--- config.mk ---
export PLATFORM = sky130hd
export DESIGN_NAME = min_square_count
export DESIGN_NICKNAME = d
export VERILOG_FILES = /design/src/msc_pkg.sv /design/src/min_square_count.sv /design/src/msc_datapath.sv /design/src/msc_ctrl.sv
export SDC_FILE = /design/constraint.sdc
export NUM_CORES = 1
export LEC_CHECK = 0
export ABC_AREA = 1
export BUFFER_PORTS_ARGS = -buffer_cell sky130_fd_sc_hd__buf_2
export CAP_MARGIN = 20
export CORE_UTILIZATION = 65
export DETAILED_ROUTE_END_ITERATION = 12
export HOLD_SLACK_MARGIN = 0.02
export PLACE_DENSITY = 0.89
export SLEW_MARGIN = 20
export SYNTH_ARGS = -nofsm -noshare
export SYNTH_HDL_FRONTEND = slang
export SYNTH_SLANG_ARGS = --single-unit
export TNS_END_PERCENT = 100
--- constraint.sdc ---
create_clock -name clk -period 14.2 [get_ports clk]
set_clock_uncertainty 0.2 [all_clocks]
set_input_delay 2.84 -clock clk [delete_from_list [all_inputs] [get_ports clk]]
set_output_delay 2.84 -clock clk [all_outputs]
set_load 0.02 [all_outputs]
--- src/msc_pkg.sv ---
// shared types and constants for the min_square_count block
// used by msc_ctrl, msc_datapath and the top level; no dependencies
package msc_pkg;

  localparam int N_BITS_DEF = 31;
  localparam int COUNT_W    = 3;

  localparam logic [COUNT_W-1:0] COUNT_ONE   = 3'd1;
  localparam logic [COUNT_W-1:0] COUNT_TWO   = 3'd2;
  localparam logic [COUNT_W-1:0] COUNT_THREE = 3'd3;
  localparam logic [COUNT_W-1:0] COUNT_FOUR  = 3'd4;

  typedef enum logic [2:0] {
    ST_IDLE,
    ST_ROOT,
    ST_CHECK,
    ST_PAIR,
    ST_LEG
  } state_t;

  typedef struct packed {
    logic               load;
    logic               root_step;
    logic               pair_init;
    logic               pair_step;
    logic               leg_step;
    logic               res_we;
    logic [COUNT_W-1:0] res_code;
  } msc_cmd_t;

  typedef struct packed {
    logic is_zero;
    logic root_last;
    logic is_square;
    logic pair_over;
    logic pair_hit;
    logic leg_div4;
    logic leg_seven;
  } msc_status_t;

endpackage

--- src/min_square_count.sv ---
// min_square_count top level: least number of positive squares summing to n
// instantiates msc_ctrl and msc_datapath; depends on msc_pkg
//
// One item at a time: in_value_n is taken in one transfer (low N_BITS bits
// used) and out_square_count (1 to 4) follows after R = ceil(N_BITS/2) root
// steps, a two-pointer pass bounded by r = floor(sqrt(n)) (one pointer move
// per cycle through one add and compare), and a final residue test that
// strips the factors of four; perfect squares and sums of two squares finish
// early. An input of zero answers 4. The output register holds a result
// while the next item is taken and worked on.
module min_square_count #(
  parameter int N_BITS = msc_pkg::N_BITS_DEF
) (
  input  logic                        clk,
  input  logic                        rst_n,
  input  logic                        in_valid,
  output logic                        in_stall,
  input  logic [N_BITS-1:0]           in_value_n,
  output logic                        out_valid,
  input  logic                        out_stall,
  output logic [msc_pkg::COUNT_W-1:0] out_square_count
);

  msc_pkg::msc_cmd_t    cmd;
  msc_pkg::msc_status_t status;

  msc_ctrl u_ctrl (
    .clk       (clk),
    .rst_n     (rst_n),
    .in_valid  (in_valid),
    .in_stall  (in_stall),
    .out_valid (out_valid),
    .out_stall (out_stall),
    .status    (status),
    .cmd       (cmd)
  );

  msc_datapath #(
    .N_BITS (N_BITS)
  ) u_datapath (
    .clk              (clk),
    .in_value_n       (in_value_n),
    .cmd              (cmd),
    .status           (status),
    .out_square_count (out_square_count)
  );

endmodule

--- src/msc_datapath.sv ---
// datapath: digit-by-digit square root, two-pointer search, 4^a(8b+7) test
// depends on msc_pkg for the command/status structs and count width
module msc_datapath #(
  parameter int N_BITS = msc_pkg::N_BITS_DEF
) (
  input  logic                        clk,
  input  logic [N_BITS-1:0]           in_value_n,
  input  msc_pkg::msc_cmd_t           cmd,
  output msc_pkg::msc_status_t        status,
  output logic [msc_pkg::COUNT_W-1:0] out_square_count
);

  localparam int R_W   = (N_BITS + 1) / 2;
  localparam int REM_W = R_W + 2;
  localparam int SQ_W  = 2 * R_W + 1;
  localparam int SUM_W = SQ_W + 1;
  localparam int CNT_W = $clog2(R_W);

  logic [N_BITS-1:0]           v_r;
  logic [2*R_W-1:0]            sh_r;
  logic [REM_W-1:0]            rem_r, rem_nxt;
  logic [R_W-1:0]              root_r, root_nxt;
  logic [CNT_W-1:0]            cnt_r;
  logic [R_W:0]                lo_r, hi_r;
  logic [SQ_W-1:0]             lo2_r, hi2_r;
  logic [N_BITS-1:0]           leg_r;
  logic [msc_pkg::COUNT_W-1:0] count_r;

  logic [REM_W+1:0] rt_cur, rt_trial, rt_diff;
  logic             rt_ge;
  logic [SUM_W-1:0] sum, v_ext;
  logic             sum_lt;

  // one result bit of the root per step
  always_comb begin
    rt_cur   = {rem_r, sh_r[2*R_W-1 -: 2]};
    rt_trial = {2'b00, root_r, 2'b01};
    rt_ge    = rt_cur >= rt_trial;
    rt_diff  = rt_cur - rt_trial;
    rem_nxt  = rt_ge ? rt_diff[REM_W-1:0] : rt_cur[REM_W-1:0];
    root_nxt = {root_r[R_W-2:0], rt_ge};
  end

  assign sum    = SUM_W'(lo2_r) + SUM_W'(hi2_r);
  assign v_ext  = SUM_W'(v_r);
  assign sum_lt = sum < v_ext;

  always_ff @(posedge clk) begin
    if (cmd.load) begin
      v_r    <= in_value_n;
      sh_r   <= (2*R_W)'(in_value_n);
      rem_r  <= '0;
      root_r <= '0;
      cnt_r  <= '0;
    end else if (cmd.root_step) begin
      sh_r   <= {sh_r[2*R_W-3:0], 2'b00};
      rem_r  <= rem_nxt;
      root_r <= root_nxt;
      cnt_r  <= cnt_r + CNT_W'(1);
    end
    if (cmd.pair_init) begin
      lo_r  <= (R_W+1)'(1);
      hi_r  <= {1'b0, root_r};
      lo2_r <= SQ_W'(1);
      hi2_r <= SQ_W'(v_r - N_BITS'(rem_r));  // r*r without a multiplier
      leg_r <= v_r;
    end else if (cmd.pair_step) begin
      if (sum_lt) begin
        lo_r  <= lo_r + (R_W+1)'(1);
        lo2_r <= lo2_r + SQ_W'({lo_r, 1'b1});
      end else begin
        hi_r  <= hi_r - (R_W+1)'(1);
        hi2_r <= hi2_r - SQ_W'({hi_r, 1'b0}) + SQ_W'(1);
      end
    end else if (cmd.leg_step) begin
      leg_r <= {2'b00, leg_r[N_BITS-1:2]};
    end
    if (cmd.res_we) begin
      count_r <= cmd.res_code;
    end
  end

  always_comb begin
    status.is_zero   = v_r == '0;
    status.root_last = cnt_r == CNT_W'(R_W - 1);
    status.is_square = rem_r == '0;
    status.pair_over = lo_r > hi_r;
    status.pair_hit  = sum == v_ext;
    status.leg_div4  = leg_r[1:0] == 2'b00;
    status.leg_seven = leg_r[2:0] == 3'b111;
  end

  assign out_square_count = count_r;

`ifndef SYNTHESIS
  // running squares must track the pointers
  a_lo_square: assert property (@(posedge clk) cmd.pair_step |-> lo2_r == lo_r * lo_r)
    else $error("lo square out of step");
  a_hi_square: assert property (@(posedge clk) cmd.pair_step |-> hi2_r == hi_r * hi_r)
    else $error("hi square out of step");
  // finished root and remainder rebuild the operand
  a_root_exact: assert property (@(posedge clk)
    cmd.pair_init |-> N_BITS'({{R_W{1'b0}}, root_r} * {{R_W{1'b0}}, root_r})
                      + N_BITS'(rem_r) == v_r)
    else $error("root and remainder do not match operand");
`endif

endmodule

--- src/msc_ctrl.sv ---
// controller state machine sequencing root, pair search and residue test
// depends on msc_pkg for state, command and status types
module msc_ctrl (
  input  logic                 clk,
  input  logic                 rst_n,
  input  logic                 in_valid,
  output logic                 in_stall,
  output logic                 out_valid,
  input  logic                 out_stall,
  input  msc_pkg::msc_status_t status,
  output msc_pkg::msc_cmd_t    cmd
);

  msc_pkg::state_t state_r, state_nxt;
  logic            out_valid_r, out_valid_nxt;
  logic            out_free;

  assign out_free = !out_valid_r || !out_stall;
  assign in_stall = state_r != msc_pkg::ST_IDLE;

  always_ff @(posedge clk) begin
    if (!rst_n) begin
      state_r     <= msc_pkg::ST_IDLE;
      out_valid_r <= 1'b0;
    end else begin
      state_r     <= state_nxt;
      out_valid_r <= out_valid_nxt;
    end
  end

  always_comb begin
    state_nxt = state_r;
    cmd       = '0;
    unique case (state_r)
      msc_pkg::ST_IDLE: begin
        if (in_valid) begin
          cmd.load  = 1'b1;
          state_nxt = msc_pkg::ST_ROOT;
        end
      end
      msc_pkg::ST_ROOT: begin
        if (status.is_zero) begin
          if (out_free) begin
            cmd.res_we   = 1'b1;
            cmd.res_code = msc_pkg::COUNT_FOUR;
            state_nxt    = msc_pkg::ST_IDLE;
          end
        end else begin
          cmd.root_step = 1'b1;
          if (status.root_last) begin
            state_nxt = msc_pkg::ST_CHECK;
          end
        end
      end
      msc_pkg::ST_CHECK: begin
        if (status.is_square) begin
          if (out_free) begin
            cmd.res_we   = 1'b1;
            cmd.res_code = msc_pkg::COUNT_ONE;
            state_nxt    = msc_pkg::ST_IDLE;
          end
        end else begin
          cmd.pair_init = 1'b1;
          state_nxt     = msc_pkg::ST_PAIR;
        end
      end
      msc_pkg::ST_PAIR: begin
        if (status.pair_over) begin
          state_nxt = msc_pkg::ST_LEG;
        end else if (status.pair_hit) begin
          if (out_free) begin
            cmd.res_we   = 1'b1;
            cmd.res_code = msc_pkg::COUNT_TWO;
            state_nxt    = msc_pkg::ST_IDLE;
          end
        end else begin
          cmd.pair_step = 1'b1;
        end
      end
      msc_pkg::ST_LEG: begin
        // strip factors of four, then check for 7 mod 8
        if (status.leg_div4) begin
          cmd.leg_step = 1'b1;
        end else if (out_free) begin
          cmd.res_we   = 1'b1;
          cmd.res_code = status.leg_seven ? msc_pkg::COUNT_FOUR : msc_pkg::COUNT_THREE;
          state_nxt    = msc_pkg::ST_IDLE;
        end
      end
      default: begin
        state_nxt = msc_pkg::ST_IDLE;
      end
    endcase
  end

  always_comb begin
    out_valid_nxt = cmd.res_we || (out_valid_r && out_stall);
  end

  assign out_valid = out_valid_r;

`ifndef SYNTHESIS
  // a result is only loaded when the output register can take it
  a_no_overwrite: assert property (@(posedge clk) disable iff (!rst_n)
    cmd.res_we |-> out_free)
    else $error("result written over a pending transfer");
  // a new result only appears after an item was worked on
  a_rise_from_work: assert property (@(posedge clk) disable iff (!rst_n)
    $rose(out_valid_r) |-> $past(state_r) != msc_pkg::ST_IDLE)
    else $error("result raised without an item in progress");
  // result codes stay in the 1 to 4 range
  a_code_range: assert property (@(posedge clk) disable iff (!rst_n)
    cmd.res_we |-> (cmd.res_code == msc_pkg::COUNT_ONE || cmd.res_code == msc_pkg::COUNT_TWO ||
                    cmd.res_code == msc_pkg::COUNT_THREE || cmd.res_code == msc_pkg::COUNT_FOUR))
    else $error("bad result code");
`endif

endmodule
==> flow_summary.ini <==
[status]
status = complete, no violations

[min_path]
hp-class = reg -> reg
worstHoldStart = u_datapath.hi_r[16]

[logic_synthesis]
synth_seq_area_share = 0.333
ys_warn_count = 0
syn_inst = 2590
netlist.area_leader.share = 0.233
synth_edf_count = 145
ys_ff_latch = 239
yosys.area.top_type = edfxtp_1
syn_area_sq_um = 18700
synth_fp_nets = 2814
synth_commonest_cells = nand2_1 (678), inv_1 (340), nor2_1 (236)
synth.area.top_cells = edfxtp_1 (23%), nand2_1 (14%), ha_1 (12%)
avgSynthCellArea_sq_um = 7.22
yosysMostFrequentCell = nand2_1
ys_types = 56
synth-main-ff-cell = edfxtp_1
async_flop_share = 0

[route]
antenna_left = 0
drc = 0
wl_met2_mm = 25.1
highest_layer = met4
dr.pass1.iters = 5
wirelength_mm = 54.7
met1_length_mm = 22.9
vias_per_cell = 5.96
wl_met3_mm = 4.81
drt_iter0_markers = 1971
wl_per_cell_microns = 18.1
vias = 17968

[sta]
fin_crit_sh = 0.391
max_freq_ghz = 0.180
drv_slew = 0
rsz0062_at_grt = false
finalHoldViolCount = 0
finalSetupViolations = 0
fin_crit_ps = 5560
hold_ws_ps = 276
fin_setup_tns_ps = 0
relSlewSlack = 0.344
worst_pin_slew_ps = 983

[cts]
cts_buffers = 27
postCtsSetupBuffers = 0
htree_levels = 1
clk_pin_slew_worst_paths_ps = 60
ctsHoldBuffers = 0
ctsResizeCount = 0
clk_latency_ps = 550
tritoncts = done
cts.sinks = 239
clockBufferDepth = 3
cts_root_buffer = clkbuf_16

[place]
io_buffers = 39
gp_congestion = 0.965
dp.cells = 2967
dp_hpwl_mm = 42.2

[layout]
final_cells = 3017
nets = 2842
drive_above_1_share = 0.0477
multi_input_area_sq_um = 10900
antenna_cells = 0
ff_latch_area_sq_um = 6240
area_growth_pct = 7.20
fillers = 2308

[setup_path]
startpoint = u_datapath.hi2_r[0]
crit_type = reg -> reg
path_buf_inv = 5
r2r-start = u_datapath.hi2_r[0]
critPathLaunchType = flip-flop
cpLargestDelayFamily = simple AND/OR/NAND/NOR gates
cpPeakStageDelay_ps = 560
crit_required_ps = 14180
crit_arrival_ps = 5540
crit_fanout = 50
crit_path_frequent_cell = nand2_1
crit_path_top_delay_cell = buf_4
cp-end-kind = flip-flop

[job]
cap_violations = 0

[floorplanning]
ios = 40
die_area_sq_um = 29500
start_util = 0.668
die_height_microns = 172
fp.dieW_microns = 172
core_sq_um = 28000
std_cell_rows = 61

[global_routing]
grt_max_degree = 85
grtUsageTotal = 0.376
grt_pass1_vias = 16856
grt_overflow = 0
grt_first_pass_wirelength_mm = 86.0
antenna_found_initial = 0

[power_and_ir_drop]
p_total_mw = 4.52
powerDensity_nw_per_um2 = 225
power.leakage_nw = 9.37
irDropWorstVdd_uv = 152
placed cells by master (no fill, tap or decap), types with 5 or more instances in the layout:
| cell type | count |
|---|---|
| nand2_1 | 676 |
| inv_1 | 337 |
| nor2_1 | 236 |
| a21oi_1 | 194 |
| ha_1 | 185 |
| nand3_1 | 164 |
| o21ai_0 | 156 |
| edfxtp_1 | 145 |
| dfxtp_1 | 94 |
| xor2_1 | 64 |
| xnor2_1 | 42 |
| buf_2 | 39 |
| nor3_1 | 38 |
| nand4_1 | 30 |
| clkbuf_16 | 28 |
| o21bai_1 | 18 |
| a31oi_1 | 16 |
| o22ai_1 | 16 |
| o211ai_1 | 11 |
| buf_4 | 11 |
| nand2_2 | 9 |
| nor4_1 | 9 |
| nand3b_1 | 9 |
| o221ai_1 | 9 |
| clkinv_2 | 8 |
| o21ai_1 | 8 |
| a21o_1 | 8 |
| clkbuf_1 | 6 |
| a22oi_1 | 5 |
final timing paths:
path | end | slack [ps] | depth (start not counted)
worst max-delay path | u_datapath.hi_r[8] | 8640 | 29
worst min-delay path | u_datapath.hi_r[16] | 280 | 2
worst max register to register | u_datapath.hi_r[8] | 8640 | 29
worst min register to register | u_datapath.hi_r[16] | 280 | 2
worst reg2reg max path, delay by kind of cell (launching register included):
family,cells,cell delay [ps]
buffers and inverters,5,1290
AOI/OAI and AO/OA,4,920
adders and majority gates,3,920
DFF,1,390
and+or+nand+nor,17,1440
registers in the layout, indices dropped and copies added, names as in the netlist:
name,count
u_datapath.hi2_r,33
u_datapath.lo2_r,33
u_datapath.sh_r,32
u_datapath.leg_r,31
u_datapath.v_r,31
u_datapath.rem_r,18
u_datapath.hi_r,17
u_datapath.lo_r,17
u_datapath.root_r,16
u_datapath.cnt_r,4
u_ctrl.state_r,3
u_datapath.out_square_count,3
u_ctrl.out_valid,1
stage by stage:
step / instance area [sq um] / util / setup WS (ps)
finish: 20100 / 0.716 / 8640
floorplan: 18700 / - / 9050
global placement: 19200 / 0.685 / 8610
CTS: 20000 / 0.716 / 8670
detailed placement: 19200 / 0.685 / 8530
global route: 20100 / 0.716 / 8190
where the power goes:
group          internal (mW)  total [mW]  switching (mW)
registers               1.04        1.20           0.161
logic                  0.894        2.63            1.73
clock network          0.391       0.693           0.301
area by class of cell:
| type | instances | area share |
|---|---|---|
| well taps | 378 | 0.0236 |
| clock buffers | 36 | 0.0374 |
| repair buffers | 50 | 0.0139 |
| flip-flops and latches | 239 | 0.311 |
| clock inverters | 14 | 0.00543 |
| inverters | 344 | 0.0647 |
| multi-input cells | 1956 | 0.544 |
cell families (layout without fill, tap and decap cells):
family | Yosys count | after routing | synth area share
and+or+nand+nor | 1192 | 1192 | 0.265
DFF | 239 | 239 | 0.333
buffers and inverters | 395 | 444 | 0.0840
muxes | 2 | 2 | 0.00114
xor gates and xnor gates | 106 | 106 | 0.0496
AOI/OAI and AO/OA | 467 | 467 | 0.139
adders and majority gates | 189 | 189 | 0.128
layer usage:
layer / GRT usage / vias to the layer above
met1: 0.509 / 8257
met2: 0.617 / 890
met5: 0 / -
met3: 0.0453 / 113
met4: 0.132 / 0
li1: - / 8708
Power figures use the tool's default switching activity.
